===== src/http_request_head_parser_assert.svh =====
// Assertion macros for the HTTP request head parser.
`ifndef HTTP_REQUEST_HEAD_PARSER_ASSERT_SVH
`define HTTP_REQUEST_HEAD_PARSER_ASSERT_SVH

// Check cons in the same cycle as ante.
`define HRP_ASSERT_NOW(lbl, ante, cons, msg) \
  lbl: assert property (@(posedge clk) disable iff (rst) (ante) |-> (cons)) \
    else $error(msg);

// Check cons in the cycle after ante.
`define HRP_ASSERT_NEXT(lbl, ante, cons, msg) \
  lbl: assert property (@(posedge clk) disable iff (rst) (ante) |=> (cons)) \
    else $error(msg);

`endif


===== src/hrp_pkg.sv =====
// Shared types and constants of the HTTP request head parser.
`default_nettype none

package hrp_pkg;

  localparam logic [2:0] FK_METHOD  = 3'd0;
  localparam logic [2:0] FK_URL     = 3'd1;
  localparam logic [2:0] FK_VERSION = 3'd2;
  localparam logic [2:0] FK_KEY     = 3'd3;
  localparam logic [2:0] FK_VALUE   = 3'd4;

  localparam logic [2:0] EV_CONTENT   = 3'd0;
  localparam logic [2:0] EV_LINE_OK   = 3'd1;
  localparam logic [2:0] EV_HEADER_OK = 3'd2;
  localparam logic [2:0] EV_DONE      = 3'd3;
  localparam logic [2:0] EV_ERROR     = 3'd4;

  localparam logic [7:0] CH_CR    = 8'h0D;
  localparam logic [7:0] CH_LF    = 8'h0A;
  localparam logic [7:0] CH_SP    = 8'h20;
  localparam logic [7:0] CH_COLON = 8'h3A;
  localparam logic [7:0] CH_UP_A  = 8'h41;
  localparam logic [7:0] CH_UP_Z  = 8'h5A;
  localparam logic [7:0] CASE_OFS = 8'h20;

  localparam logic [3:0] VER_LEN = 4'd8;
  localparam logic [0:7][7:0] VER_ONE  = "http/1.1";
  localparam logic [0:7][7:0] VER_ZERO = "http/1.0";

  localparam logic [2:0] RQ_FULL_LVL = 3'd4;
  localparam logic [2:0] RQ_ROOM_LVL = 3'd2;

  typedef enum logic [2:0] {
    PH_LINE = 3'b001,
    PH_HEAD = 3'b010,
    PH_ERR  = 3'b100
  } phase_t;

  typedef struct packed {
    logic [7:0] data;
    logic [2:0] kind;
    logic [2:0] ev;
    logic       last;
  } res_t;

endpackage

`default_nettype wire


===== src/http_request_head_parser.sv =====
// Flow: a taken byte is registered, its results go into the result queue when
// it has room, and are offered from there. Throughput: one byte per cycle
// while the output is not stalled and each byte yields at most one result;
// bytes with two results can hold the input back, as the single result port drains a four-entry result queue.
// Reset: parser returns to the request line, the queue empties; an error
// holds until reset.
`default_nettype none

`include "http_request_head_parser_assert.svh"

module http_request_head_parser (
  input  wire logic       clk,
  input  wire logic       rst,
  input  wire logic       in_valid,
  output logic            in_stall,
  input  wire logic [7:0] in_byte,
  output logic            out_valid,
  input  wire logic       out_stall,
  output logic [7:0]      out_byte,
  output logic [2:0]      field_kind,
  output logic [2:0]      event_res,
  output logic            last
);
  import hrp_pkg::*;

  logic       room;
  logic [1:0] push_n;
  res_t [1:0] res;
  res_t       head;
  logic [2:0] level;
  logic       pop;

  assign room      = (level <= RQ_ROOM_LVL);
  assign out_valid = (level != 3'd0);
  assign pop       = out_valid && !out_stall;

  hrp_core u_core (
    .clk      (clk),
    .rst      (rst),
    .in_valid (in_valid),
    .in_stall (in_stall),
    .in_byte  (in_byte),
    .room     (room),
    .push_n   (push_n),
    .res      (res)
  );

  hrp_rfifo u_rfifo (
    .clk    (clk),
    .rst    (rst),
    .push_n (push_n),
    .wdata  (res),
    .pop    (pop),
    .rdata  (head),
    .level  (level)
  );

  assign out_byte   = head.data;
  assign field_kind = head.kind;
  assign event_res  = head.ev;
  assign last       = head.last;

  `HRP_ASSERT_NOW(a_level_bound, 1'b1, level <= RQ_FULL_LVL, "result queue overflow")
  `HRP_ASSERT_NOW(a_push_room, push_n != 2'd0, room, "push without queue room")
  `HRP_ASSERT_NEXT(a_idle_empty, level == 3'd0 && push_n == 2'd0, !out_valid,
    "result shown from empty queue")

endmodule

`default_nettype wire


===== src/hrp_core.sv =====
// Input register and parse step of the HTTP request head parser.
`default_nettype none

module hrp_core (
  input  wire logic                   clk,
  input  wire logic                   rst,
  input  wire logic                   in_valid,
  output logic                        in_stall,
  input  wire logic [7:0]             in_byte,
  input  wire logic                   room,
  output logic [1:0]                  push_n,
  output hrp_pkg::res_t [1:0]         res
);
  import hrp_pkg::*;

  typedef struct packed {
    phase_t     phase;
    logic [2:0] cur;
    logic       seen;
    logic       hcolon;
    logic       hcr;
    logic [3:0] vidx;
    logic       vm1;
    logic       vm0;
    logic       empty;
  } st_t;

  localparam st_t ST_RESET = '{
    phase: PH_LINE, cur: FK_METHOD, seen: 1'b0, hcolon: 1'b0, hcr: 1'b0,
    vidx: 4'd0, vm1: 1'b1, vm0: 1'b1, empty: 1'b1
  };

  function automatic res_t mk(logic [7:0] d, logic [2:0] k, logic [2:0] e);
    res_t r;
    r.data = d;
    r.kind = k;
    r.ev   = e;
    r.last = 1'b0;
    return r;
  endfunction

  function automatic st_t take(st_t s, logic [7:0] b);
    logic [7:0] low;
    low = (b inside {[CH_UP_A:CH_UP_Z]}) ? b + CASE_OFS : b;
    s.seen  = 1'b1;
    s.empty = 1'b0;
    if (s.phase == PH_LINE && s.cur == FK_VERSION) begin
      if (s.vidx < VER_LEN) begin
        if (low != VER_ONE[s.vidx[2:0]]) s.vm1 = 1'b0;
        if (low != VER_ZERO[s.vidx[2:0]]) s.vm0 = 1'b0;
        s.vidx = s.vidx + 4'd1;
      end else begin
        s.vm1 = 1'b0;
        s.vm0 = 1'b0;
      end
    end
    return s;
  endfunction

  function automatic st_t newl(st_t s);
    s.seen   = 1'b0;
    s.hcolon = 1'b0;
    s.hcr    = 1'b0;
    s.vidx   = 4'd0;
    s.vm1    = 1'b1;
    s.vm0    = 1'b1;
    s.empty  = 1'b1;
    return s;
  endfunction

  function automatic st_t fail(st_t s);
    s.phase  = PH_ERR;
    s.hcolon = 1'b0;
    s.hcr    = 1'b0;
    return s;
  endfunction

  logic       in_full;
  logic [7:0] in_byte_r;
  logic       adv;
  st_t        st;
  st_t        nx;
  logic [1:0] n;
  res_t [1:0] rs;
  logic [7:0] b;
  logic       do_plain;
  logic       skip;

  assign adv      = in_full && room;
  assign in_stall = in_full && !room;

  always_ff @(posedge clk) begin
    if (rst) begin
      in_full <= 1'b0;
    end else if (in_valid && !in_stall) begin
      in_full <= 1'b1;
    end else if (adv) begin
      in_full <= 1'b0;
    end
  end

  always_ff @(posedge clk) begin
    if (in_valid && !in_stall) begin
      in_byte_r <= in_byte;
    end
  end

  always_ff @(posedge clk) begin
    if (rst) begin
      st <= ST_RESET;
    end else if (adv) begin
      st <= nx;
    end
  end

  always_comb begin
    nx       = st;
    n        = 2'd0;
    rs       = '0;
    b        = in_byte_r;
    do_plain = 1'b0;
    skip     = 1'b0;
    if (st.phase == PH_LINE || st.phase == PH_HEAD) begin
      do_plain = 1'b1;
      if (nx.cur > FK_VALUE) nx.cur = FK_METHOD;
      if (nx.hcr) begin
        nx.hcr = 1'b0;
        if (b == CH_LF) begin
          do_plain = 1'b0;
          if (nx.phase == PH_LINE) begin
            if (nx.cur == FK_VERSION && nx.seen && nx.vidx == VER_LEN &&
                (nx.vm1 || nx.vm0)) begin
              rs[n[0]] = mk(8'd0, FK_METHOD, EV_LINE_OK);
              n        = n + 2'd1;
              nx.phase = PH_HEAD;
              nx.cur   = FK_KEY;
              nx       = newl(nx);
            end else begin
              rs[n[0]] = mk(8'd0, FK_METHOD, EV_ERROR);
              n        = n + 2'd1;
              nx       = fail(nx);
            end
          end else if (nx.cur == FK_KEY) begin
            if (nx.empty) begin
              rs[n[0]] = mk(8'd0, FK_METHOD, EV_DONE);
              n        = n + 2'd1;
              nx.phase = PH_LINE;
              nx.cur   = FK_METHOD;
              nx       = newl(nx);
            end else begin
              rs[n[0]] = mk(8'd0, FK_METHOD, EV_ERROR);
              n        = n + 2'd1;
              nx       = fail(nx);
            end
          end else if (nx.seen) begin
            rs[n[0]] = mk(8'd0, FK_METHOD, EV_HEADER_OK);
            n        = n + 2'd1;
            nx.cur   = FK_KEY;
            nx       = newl(nx);
          end else begin
            rs[n[0]] = mk(8'd0, FK_METHOD, EV_ERROR);
            n        = n + 2'd1;
            nx       = fail(nx);
          end
        end else begin
          rs[n[0]] = mk(CH_CR, nx.cur, EV_CONTENT);
          n        = n + 2'd1;
          nx       = take(nx, CH_CR);
        end
      end
      if (do_plain) begin
        if (nx.phase == PH_LINE) begin
          if (b == CH_CR) begin
            nx.hcr = 1'b1;
          end else if (b == CH_SP && nx.cur != FK_VERSION) begin
            if (!nx.seen) begin
              rs[n[0]] = mk(8'd0, FK_METHOD, EV_ERROR);
              n        = n + 2'd1;
              nx       = fail(nx);
            end else begin
              nx.cur   = nx.cur + 3'd1;
              nx.seen  = 1'b0;
              nx.empty = 1'b0;
            end
          end else begin
            rs[n[0]] = mk(b, nx.cur, EV_CONTENT);
            n        = n + 2'd1;
            nx       = take(nx, b);
          end
        end else if (nx.cur == FK_KEY) begin
          if (nx.hcolon) begin
            nx.hcolon = 1'b0;
            if (b == CH_SP) begin
              skip = 1'b1;
              if (!nx.seen) begin
                rs[n[0]] = mk(8'd0, FK_METHOD, EV_ERROR);
                n        = n + 2'd1;
                nx       = fail(nx);
              end else begin
                nx.cur  = FK_VALUE;
                nx.seen = 1'b0;
              end
            end else begin
              rs[n[0]] = mk(CH_COLON, nx.cur, EV_CONTENT);
              n        = n + 2'd1;
              nx       = take(nx, CH_COLON);
            end
          end
          if (!skip) begin
            if (b == CH_COLON) begin
              nx.hcolon = 1'b1;
              nx.empty  = 1'b0;
            end else if (b == CH_CR) begin
              nx.hcr = 1'b1;
            end else begin
              rs[n[0]] = mk(b, nx.cur, EV_CONTENT);
              n        = n + 2'd1;
              nx       = take(nx, b);
            end
          end
        end else begin
          if (b == CH_CR) begin
            nx.hcr = 1'b1;
          end else begin
            rs[n[0]] = mk(b, nx.cur, EV_CONTENT);
            n        = n + 2'd1;
            nx       = take(nx, b);
          end
        end
      end
    end
    rs[0].last = (n == 2'd1);
    rs[1].last = 1'b1;
  end

  assign push_n = adv ? n : 2'd0;
  assign res    = rs;

endmodule

`default_nettype wire


===== src/hrp_rfifo.sv =====
// Four-entry result queue taking up to two results per cycle.
`default_nettype none

module hrp_rfifo (
  input  wire logic                   clk,
  input  wire logic                   rst,
  input  wire logic [1:0]             push_n,
  input  wire hrp_pkg::res_t [1:0]    wdata,
  input  wire logic                   pop,
  output hrp_pkg::res_t               rdata,
  output logic [2:0]                  level
);
  import hrp_pkg::*;

  res_t       mem [4];
  logic [1:0] wp;
  logic [1:0] wp1;
  logic [1:0] rp;

  assign wp1 = wp + 2'd1;

  always_ff @(posedge clk) begin
    if (rst) begin
      wp    <= 2'd0;
      rp    <= 2'd0;
      level <= 3'd0;
    end else begin
      wp    <= wp + push_n;
      rp    <= rp + {1'b0, pop};
      level <= level + {1'b0, push_n} - {2'b00, pop};
    end
  end

  always_ff @(posedge clk) begin
    if (push_n != 2'd0) begin
      mem[wp] <= wdata[0];
    end
    if (push_n == 2'd2) begin
      mem[wp1] <= wdata[1];
    end
  end

  assign rdata = mem[rp];

endmodule

`default_nettype wire


===== config.mk =====
export PLATFORM = sky130hd
export DESIGN_NAME = http_request_head_parser
export DESIGN_NICKNAME = d
export VERILOG_FILES = /design/src/hrp_pkg.sv /design/src/http_request_head_parser.sv /design/src/hrp_core.sv /design/src/hrp_rfifo.sv
export VERILOG_INCLUDE_DIRS = /design/src /design/src/src
export SDC_FILE = /design/constraint.sdc
export NUM_CORES = 1
export LEC_CHECK = 0
export ABC_AREA = 0
export ABC_CLOCK_PERIOD_IN_PS = 5900
export BUFFER_PORTS_ARGS = -buffer_cell sky130_fd_sc_hd__buf_4
export CAP_MARGIN = 20
export CORE_ASPECT_RATIO = 2
export CORE_MARGIN = 2
export CORE_UTILIZATION = 60
export DETAILED_ROUTE_END_ITERATION = 6
export GPL_TIMING_DRIVEN = 0
export PLACE_DENSITY = 0.78
export REMOVE_ABC_BUFFERS = 1
export SYNTH_ARGS = -nofsm -noshare
export SYNTH_HDL_FRONTEND = slang
export SYNTH_SLANG_ARGS = --single-unit

===== constraint.sdc =====
create_clock -name clk -period 5.9 [get_ports clk]
set_input_delay 0.295 -clock clk [delete_from_list [all_inputs] [get_ports clk]]
set_output_delay 0.295 -clock clk [all_outputs]
set_load 0.05 [all_outputs]

## Yosys cells after proc, flatten, opt, wreduce, memory -nomap -nowiden

Memories as Yosys holds them, arrays and structs flattened. A register that Yosys moved wholly into a read port is not among the register bits.
Cells that the tools add are included.

- Register bits after elaboration: 32
- Input port bits: 12
- RAM bits: 60
- Memories: 7
- Output and inout bits: 17
- Word-level logic and storage cells: 241
- ROM bits: 384

Memory list:

| name | words | width | read ports | clocked after memory_dff | write ports | RTL line | RTL |
|---|---|---|---|---|---|---|---|
| (name not given) | 8 | 8 | 1 | 0 | 0 | hrp_core.sv:50 | `if (low != VER_ZERO[s.vidx[2:0]]) s.vm0 = 1'b0;` |
| (name not given) | 8 | 8 | 1 | 0 | 0 | hrp_core.sv:50 |  |
| (name not given) | 8 | 8 | 1 | 0 | 0 | hrp_core.sv:49 | `if (low != VER_ONE[s.vidx[2:0]]) s.vm1 = 1'b0;` |
| (name not given) | 8 | 8 | 1 | 0 | 0 | hrp_core.sv:50 |  |
| (name not given) | 8 | 8 | 1 | 0 | 0 | hrp_core.sv:49 |  |
| (name not given) | 8 | 8 | 1 | 0 | 0 | hrp_core.sv:49 |  |
| 1 more memories | -- | -- | -- | -- | -- | -- |  |

- Bitwise operators: 6
- Equal/unequal tests: 25
- Reductions and logical operators: 23
- Muxes and demuxes: 140
- Add/subtract/negate cells: 12
- Magnitude comparators: 14

Operators by type and width:

| kind | count |
|---|---|
| 30-bit 2-to-1 mux | 17 |
| 16-bit 2-to-1 mux | 18 |
| 8-bit 2-to-1 mux | 16 |
| 15-bit 2-to-1 mux | 7 |
| 30-bit bitwise mux | 3 |
| 2-bit 2-to-1 mux | 26 |
| 4-bit 2-to-1 mux | 8 |
| 8-bit != test | 4 |
| 1-bit 2-to-1 mux | 31 |
| 15-bit demux with 1-bit select | 2 |
| 14-bit by 28-bit AND with 28-bit output | 1 |
| 7-bit 2-to-1 mux | 4 |
| 28-bit NOT | 1 |
| 6-bit 2-to-1 mux | 4 |
| 3-bit by 2-bit == test with 1-bit output (second input constant) | 6 |
| 8-bit by 4-bit == test with 1-bit output (second input constant) | 2 |
| 8-bit by 6-bit == test with 1-bit output (second input constant) | 2 |
| 4-bit by 8-bit != test with 1-bit output (first input constant) | 2 |
| 6-bit by 8-bit != test with 1-bit output (first input constant) | 2 |
| 1-bit logical AND | 14 |
| 4-bit by 1-bit adder with 4-bit output (second input constant) | 3 |
| 4-bit >= comparator (second input constant) | 3 |
| 4-bit < comparator (second input constant) | 3 |
| 3-bit NOT with 4-bit output | 3 |
| 26 further kinds | 38 |

## Logic depth before layout (Yosys ltp)

Gate-level depths: netlist (run 1).

- Depth after elaboration: 40
- Gate-level depth with buffers: 23
- Gate-level depth less buffers: 19

## Cells and area by module

A second synthesis (run 1) with hierarchy kept.

- Cells, all modules: 640
- Area total of the unflattened synthesis: 6660.1 um^2

Modules (own cells, without submodules):

| module | sequential area each (um^2) | area an instance (um^2) | cells each | instances |
|---|---|---|---|---|
| hrp_rfifo | 1941.9 | 3453.3 | 187 | 1 |
| hrp_core | 580.6 | 3176.8 | 450 | 1 |
| http_request_head_parser | 0.0 | 30.0 | 3 | 1 |

## Worst setup path before layout (run 1)

No wires, ideal clock.

- Kind: register to register
- From: reg u_core.in_byte_r[5] (netlist: u_core.b[5])
- To: reg u_rfifo.level[2]
- Setup slack: 1.271 ns
- Stages on the path, launching flop included: 22
- Library setup time: 0.128 ns
- Path buffers: 5
- Arrival time: 4.502 ns
- Cells stage by stage: edfxtp_1 -> buf_2 -> nor4_4 -> nand3_2 -> clkbuf_1 -> o21ai_0 -> and2_1 -> ha_1 -> ha_1 -> clkbuf_1 -> nor2_1 -> nor2_1 -> nand2_1 -> o21ai_1 -> buf_2 -> buf_2 -> inv_1 -> ha_1 -> fa_1 -> xnor2_1 -> xnor2_1 -> nor2_1

- Word-level cells in the longest chain between the ends: 22

Ends and longest elaborated chain:

| element | RTL line | RTL |
|---|---|---|
| start: declaration | hrp_core.sv:79 | `logic [7:0] in_byte_r;` |
| start signal: assignment | hrp_core.sv:104 | `in_byte_r <= in_byte;` |
| 8-bit by 4-bit == test with 1-bit output | hrp_core.sv:128 | `if (b == CH_LF) begin` |
| 16-bit 2-to-1 mux | hrp_core.sv:128 |  |
| 16-bit 2-to-1 mux | hrp_core.sv:126 | `if (nx.hcr) begin` |
| 16-bit 2-to-1 mux | hrp_core.sv:123 | `if (st.phase == PH_LINE \|\| st.phase == PH_HEAD) begin` |
| 2-bit 2-to-1 mux | hrp_core.sv:176, hrp_core.sv:195 |  |
| 2-bit 2-to-1 mux | hrp_core.sv:193 | `if (b == CH_SP) begin` |
| 2-bit 2-to-1 mux | hrp_core.sv:191 | `if (nx.hcolon) begin` |
| 2-bit 2-to-1 mux | hrp_core.sv:190 | `end else if (nx.cur == FK_KEY) begin` |
| [6 not listed] | -- |  |
| 2-bit 2-to-1 mux | hrp_core.sv:209 | `if (!skip) begin` |
| 2-bit 2-to-1 mux | hrp_core.sv:190 |  |
| 2-bit 2-to-1 mux | hrp_core.sv:172 | `if (nx.phase == PH_LINE) begin` |
| 2-bit 2-to-1 mux (*) | hrp_core.sv:171 | `if (do_plain) begin` |
| 2-bit 2-to-1 mux (*) | hrp_core.sv:123 |  |
| 2-bit 2-to-1 mux (*) | hrp_core.sv:236 | `assign push_n = adv ? n : 2'd0;` |
| 3-bit by 2-bit adder with 3-bit output (*) | hrp_rfifo.sv:30 | `level <= level + {1'b0, push_n} - {2'b00, pop};` |
| 3-bit by 1-bit subtractor with 3-bit output (*) | hrp_rfifo.sv:30 |  |
| end signal: assignment | hrp_rfifo.sv:30 |  |
| end: declaration | hrp_rfifo.sv:11 | `output logic [2:0] level` |

Mark *: on every way between the ends. The rest lies on a longest branch, timed or not. The select of a mux whose other input is x is not followed.
A chain may end at the register's enable or synchronous reset.

==> flow_metrics.py, run 1 <==
metrics = {
    "cts": {
        "ctsHtreeMaxLevel": 3,
        "clk_latency_ns": 0.35,
        "clkTransAtPathRegs_ns": 0.07,
        "cts_tree": "built",
        "clock_sink_count": 92,
        "cts_buffers": 9,
        "clockBufferDepth": 2,
        "clock-root-buffer": "clkbuf_16",
    },
    "synth": {
        "ys_seq_area_share_pct": 39.7,
        "synth_seq_cells": 92,
        "synth_top_cell_by_area": "edfxtp_1",
        "synth-simple-area-share_pct": 18.9,
        "netlist_area_um2": 6260,
        "synthTopCellsByArea": "edfxtp_1, dfxtp_1, mux4_2, ha_1, nor2_1",
        "synth_top_family_by_area": "compound AO/OA/AOI/OAI gates",
        "synth_compound_area_share_pct": 24.6,
        "synth_area_per_cell_um2": 9.76,
        "synth_edf_count": 64,
        "yosysWarnings": 0,
        "synthMuxAreaShare_pct": 6.70,
        "ys.flop_type": "edfxtp_1",
        "synth_xor_area_share_pct": 1.82,
        "async_flop_share_pct": 0,
        "synthAdderAreaFrac_pct": 3.72,
        "synth_cells": 641,
        "synth_cell_types": 92,
        "synth_top_area_share_pct": 30.7,
    },
    "pwr": {
        "powerDensity_nw_per_um2": 331,
        "max-vdd-ir-drop_mv": 0.246,
        "p_leak_nw": 2.20,
        "power.total_mw": 2.27,
    },
    "placement": {
        "dp_hpwl_um": 15500,
        "place_inst": 760,
        "gp_congestion": 1.00,
        "io_buffer_count": 28,
    },
    "sta": {
        "maxSlewHeadroom_pct": 30.1,
        "worst_pin_slew_ns": 1.04,
        "drv_slew": 0,
        "rsz0062_at_grt": "no",
        "skew_ns": 0.00712,
        "setup_violations": 0,
        "hold_viol": 0,
        "fin_crit_sh_pct": 96.2,
        "min_period_ns": 5.67,
        "fmax_ghz": 0.176,
    },
    "setup_path": {
        "cp_data_arrival_time_ns": 5.65,
        "cp_slowest_cell": "edfxtp_1",
        "critical_path_class": "flop to flop",
        "end_kind": "flop",
        "required_ns": 5.88,
        "critical-path-max-stage-delay_ns": 0.70,
        "setup.worst_path.start_class": "flop",
        "worstPathMaxFanout": 23,
        "path_common_cell": "ha_1",
        "crit_family": "simple AND/OR/NAND/NOR gates",
        "path_buf_inv": 1,
        "path_cells": "nor4_4 > nand3_2 > o21ai_0 > and2_1 > ha_1 > ha_1 > inv_1 > nor3_1 > o21ai_4 > o21bai_2 > nand2_2",
    },
    "worst_hold_path": {
        "hold_class": "primary input to flop",
    },
    "die": {
        "die_h_um": 148,
        "die_width_um": 76.2,
        "dieArea_um2": 11300,
        "initial_core_util_pct": 61.7,
        "placement_rows": 52,
        "ios": 29,
        "fp.coreArea_um2": 10100,
    },
    "final_layout": {
        "diodes": 0,
        "final_nets": 675,
        "drive_gt1_share_pct": 16.0,
        "area_growth_pct": 9.68,
        "instances_no_fill": 785,
    },
    "drt": {
        "routed_wl_um": 21000,
        "vias_per_cell": 7.41,
        "dr_total_vias": 5819,
        "avgRoutedWirePerCell_um": 26.8,
        "antenna_left": 0,
        "drcViolationCount": 0,
        "drt_iter0_markers": 578,
        "drtPass1Iterations": 6,
    },
    "global_route": {
        "grt_pass1_vias": 5701,
        "grt_max_degree": 28,
        "grt_use_total_pct": 36.9,
        "antenna_found_initial": 0,
        "grt_pass1_wl_um": 31700,
        "grt_overflow": 0,
    },
    "status": {
        "outcome": "completed",
    },
    "job": {
        "cap_viol_max_count": 0,
    },
}
## worst register-to-register path, stage by stage, from the launching register on
cell      delay (ns)
edfxtp_1        0.70
nor4_4          0.65
nand3_2         0.46
o21ai_0         0.39
and2_1          0.26
ha_1            0.20
ha_1            0.46
inv_1           0.24
nor3_1          0.53
o21ai_4         0.31
o21bai_2        0.65
nand2_2         0.45
## registers in the layout, indices dropped and copies added (netlist names)
register	cells
u_rfifo.mem	60
u_rfifo.rp	2
u_rfifo.wp	2
u_core.in_full	1
u_rfifo.level	3
u_core.st	16
u_core.b	8
## layout make-up
class                   instances  area [um2]
clock buffers                  10         229
clock inverters                 6        71.3
fillers                       856        3290
inverters                      23        86.3
multi-input cells             480        3520
flip-flops and latches         92        2480
well taps                     135         169
repair buffers                 39         305
## routing by layer
layer	track usage, %	routed length [um]
met2	69.2	11300
met5	0	0
met1	36.7	6890
met4	25.6	1690
met3	5.16	1170
## cells in the final DEF, fill, tap and decap left out, types with 6 or more instances in the layout
cell,count
nand3_1,15
mux4_2,15
a31oi_1,6
ha_1,17
o21ai_0,33
dfxtp_1,27
o32ai_1,16
xnor2_1,8
a211oi_1,15
nor2_1,55
nand4_1,8
o211ai_1,7
mux2i_1,7
buf_4,35
a21oi_1,31
or3_1,7
edfxtp_1,64
nor3b_1,6
inv_1,21
clkbuf_16,9
nor3_1,15
nor2b_1,12
nand2b_1,6
o22ai_1,32
nand2_1,36
## cell families (layout without fill, tap and decap cells)
| family | after synthesis | count (layout) |
|---|---|---|
| and+or+nand+nor | 212 | 212 |
| AOI/OAI and AO/OA | 214 | 214 |
| xor gates and xnor gates | 13 | 13 |
| muxes | 23 | 23 |
| buffers and inverters | 69 | 78 |
| DFF | 92 | 92 |
| adders and majority gates | 18 | 18 |
## synth_stat cells (12+ instances only)
master and count:
a211oi_1 15, a21oi_1 31, clkbuf_1 29, dfxtp_1 28, edfxtp_1 64, ha_1 17
inv_1 21, mux4_2 15, nand2_1 40, nand3_1 15, nor2_1 55, nor2b_1 12
nor3_1 15, o21ai_0 33, o22ai_1 32, o32ai_1 16
## metrics by stage
stage          hold WS (ns)  instance area [um2]  TNS (ns)  setup WS, ns  utilization [%]
6_report              0.122                 6860         0         0.227             67.6
5_1_grt               0.116                 6860         0        0.0594             67.6
4_1_cts               0.123                 6770         0        0.0255             66.7
3_5_place_dp          0.474                 6450    -30.30        -0.588             63.5
3_3_place_gp          0.467                 6430    -81.79         -1.14             63.4
2_1_floorplan         0.364                 6050         0         0.650                -
## path summary, 6_finish.rpt
path / start / endpoint / slack, ns / cells after the start
min reg2reg: u_rfifo.mem[1][0] / u_rfifo.mem[1][0] / 0.50 / 2
min: in_byte[5] / u_core.b[5] / 0.12 / 1
max reg2reg: u_core.b[4] / u_rfifo.mem[3][10] / 0.23 / 11
max: u_core.b[4] / u_rfifo.mem[3][10] / 0.23 / 11
## repair_timing
item,4_1_cts,5_1_grt
setup endpoints to repair,60,57
hold buffers,0,0
resized for setup,6,3
pin swaps,0,1
buffers inserted,0,7
## power by group
part | internal (mW) | leakage, nW | switching, mW
combinational | 0.299 | 1.29 | 0.541
clock | 0.333 | 0.140 | 0.261
sequential | 0.759 | 0.774 | 0.0814
Note: power is estimated with default switching activity, not from simulation.
==> inputs of run 2 (changes only) <==
--- a/config.mk
+++ b/config.mk
@@ -8,5 +8,5 @@
 export LEC_CHECK = 0
 export ABC_AREA = 0
-export ABC_CLOCK_PERIOD_IN_PS = 5900
+export ABC_CLOCK_PERIOD_IN_PS = 6700
 export BUFFER_PORTS_ARGS = -buffer_cell sky130_fd_sc_hd__buf_4
 export CAP_MARGIN = 20
@@ -17,4 +17,5 @@
 export GPL_TIMING_DRIVEN = 0
 export PLACE_DENSITY = 0.78
+export RECOVER_POWER = 50
 export REMOVE_ABC_BUFFERS = 1
 export SYNTH_ARGS = -nofsm -noshare
==> constraint.sdc (replaced) <==
create_clock -name clk -period 6.7 [get_ports clk]
set_input_delay 0.335 -clock clk [delete_from_list [all_inputs] [get_ports clk]]
set_output_delay 0.335 -clock clk [all_outputs]
set_load 0.02 [all_outputs]
==> flow_metrics.py, run 2 (synthesized netlist as in run 1, its figures left out) <==
metrics = {
    "setup_path": {
        "worstPathMaxFanout": 25,
        "critical_path_class": "flop to flop",
        "cp_slowest_cell": "dfxtp_1",
        "cp_data_arrival_time_ns": 6.32,
        "reg2reg_from": "u_core.st[7]",
        "critical-path-max-stage-delay_ns": 0.99,
        "path_cells": "clkinv_1 > nor3_4 > nand2_1 > and2_0 > ha_1 > a2111oi_2 > a21oi_1 > nand3_2 > o221ai_4 > o21ai_1 > nand2_2",
        "setup.worst_path.start_class": "flop",
        "end_kind": "flop",
        "crit_family": "simple AND/OR/NAND/NOR gates",
        "path_buf_inv": 1,
        "required_ns": 6.66,
        "r2r-end": "u_rfifo.mem[1][11]",
        "reg2reg_slack_ns": 0.34,
        "rr_worst_depth": 11,
    },
    "drt": {
        "dr_total_vias": 5760,
        "drcViolationCount": 0,
        "drt_iter0_markers": 596,
        "routed_wl_um": 20900,
        "vias_per_cell": 7.40,
        "avgRoutedWirePerCell_um": 26.8,
        "drtPass1Iterations": 6,
        "antenna_left": 0,
    },
    "final_layout": {
        "final_nets": 668,
        "area_growth_pct": 7.18,
        "largest_reg_flops": 60,
        "top_register": "u_rfifo.mem",
        "postLayoutCoreUtil_pct": 66.1,
        "diodes": 0,
        "drive_gt1_share_pct": 10.9,
        "instances_no_fill": 778,
        "final_common_cell": "edfxtp_1",
        "finalInstanceArea_um2": 6710,
        "layout_common_cells": "edfxtp_1, nor2_1, nand2_1, o21ai_0, o22ai_1",
    },
    "sta": {
        "skew_ns": 0.00732,
        "hold_viol": 0,
        "maxSlewHeadroom_pct": 3.95,
        "drv_slew": 0,
        "fin_crit_sh_pct": 95.0,
        "setup_violations": 0,
        "rsz0062_at_grt": "no",
        "fmax_ghz": 0.157,
        "worst_pin_slew_ns": 1.43,
        "min_period_ns": 6.36,
    },
    "placement": {
        "io_buffer_count": 28,
        "placed_area_um2": 6450,
        "gp_congestion": 1.00,
        "dp_hpwl_um": 15500,
        "place_inst": 760,
    },
    "cts": {
        "cts_buffers": 9,
        "clock-root-buffer": "clkbuf_16",
        "ctsHtreeMaxLevel": 3,
        "clock_sink_count": 92,
        "cts_tree": "built",
        "post_cts_buffers": 0,
        "clkTransAtPathRegs_ns": 0.07,
        "clk_latency_ns": 0.35,
        "clockBufferDepth": 2,
    },
    "global_route": {
        "grt_pass1_wl_um": 31700,
        "grt_overflow": 0,
        "grt_use_total_pct": 36.8,
        "antenna_found_initial": 0,
        "grt_max_degree": 28,
        "grt_pass1_vias": 5684,
    },
    "status": {
        "outcome": "completed",
    },
    "die": {
        "fp.coreArea_um2": 10100,
        "placement_rows": 52,
        "ios": 29,
        "initial_core_util_pct": 61.7,
        "die_h_um": 148,
        "dieArea_um2": 11300,
        "die_width_um": 76.2,
    },
    "job": {
        "cap_viol_max_count": 0,
    },
    "worst_hold_path": {
        "hold_end": "u_core.b[5]",
        "hold_depth": 1,
        "hold_class": "primary input to flop",
        "hold_start": "in_byte[5]",
    },
    "pwr": {
        "p_leak_nw": 2.08,
        "max-vdd-ir-drop_mv": 0.167,
        "powerDensity_nw_per_um2": 276,
        "power.total_mw": 1.85,
    },
}
## run 2: cell types whose count changed in the layout (fill, tap and decap cells not counted), moves of 3 or more
cell,previous run,this run
and2_0,1,4
and2_1,5,2
buf_4,35,3
clkbuf_1,1,19
clkbuf_4,0,8
nand2_1,36,39
nand2_2,4,1
## run 2: layer usage
layer,vias up,routed length [um],GRT usage [%]
met4,0,1610,25.6
met3,99,1250,5.16
met1,2758,6810,36.8
met2,373,11200,69.0
met5,-,0,0
li1,2530,-,-
## run 2: timing repair
| item | CTS | global route |
|---|---|---|
| gates resized for setup | 0 | 4 |
| endpoints found under the setup margin | 0 | 57 |
| hold buffers | 0 | 0 |
## run 2: how the worst max path moves through the flow
stage | endpoint | start | depth (start not counted) | slack [ns]
4_1_cts | u_rfifo.mem[1][11] | u_core.st[7] | 12 | 0.21
6_report | u_rfifo.mem[1][11] | u_core.st[7] | 11 | 0.34
2_1_floorplan | u_rfifo.level[2] | u_core.b[4] | 16 | 1.45
5_1_grt | u_rfifo.mem[1][11] | u_core.st[7] | 13 | 0.02
3_3_place_gp | u_rfifo.mem[0][5] | u_core.st[7] | 12 | -0.34
3_5_place_dp | u_rfifo.mem[2][12] | u_core.st[7] | 12 | 0.21
## run 2: power by group
part,internal (mW),total (mW),switching [mW]
Sequential,0.669,0.740,0.0711
Combinational,0.223,0.593,0.370
Clock,0.293,0.521,0.228
## run 2: cell type report
type | instances | area, um2
clock buffer | 10 | 229
clock inverter | 6 | 71.3
fill | 888 | 3440
inverter | 23 | 86.3
multi-input combinational | 480 | 3480
sequential | 92 | 2480
tap | 135 | 169
timing repair buffer | 32 | 188
## run 2: per-stage QoR
stage               setup slack, ns  hold WS, ns  TNS, ns
floorplan                      1.45        0.404        0
global placement             -0.336        0.467   -15.19
detailed placement            0.212        0.485        0
CTS                           0.208        0.163        0
global route                 0.0211        0.178        0
finish                        0.338        0.184        0
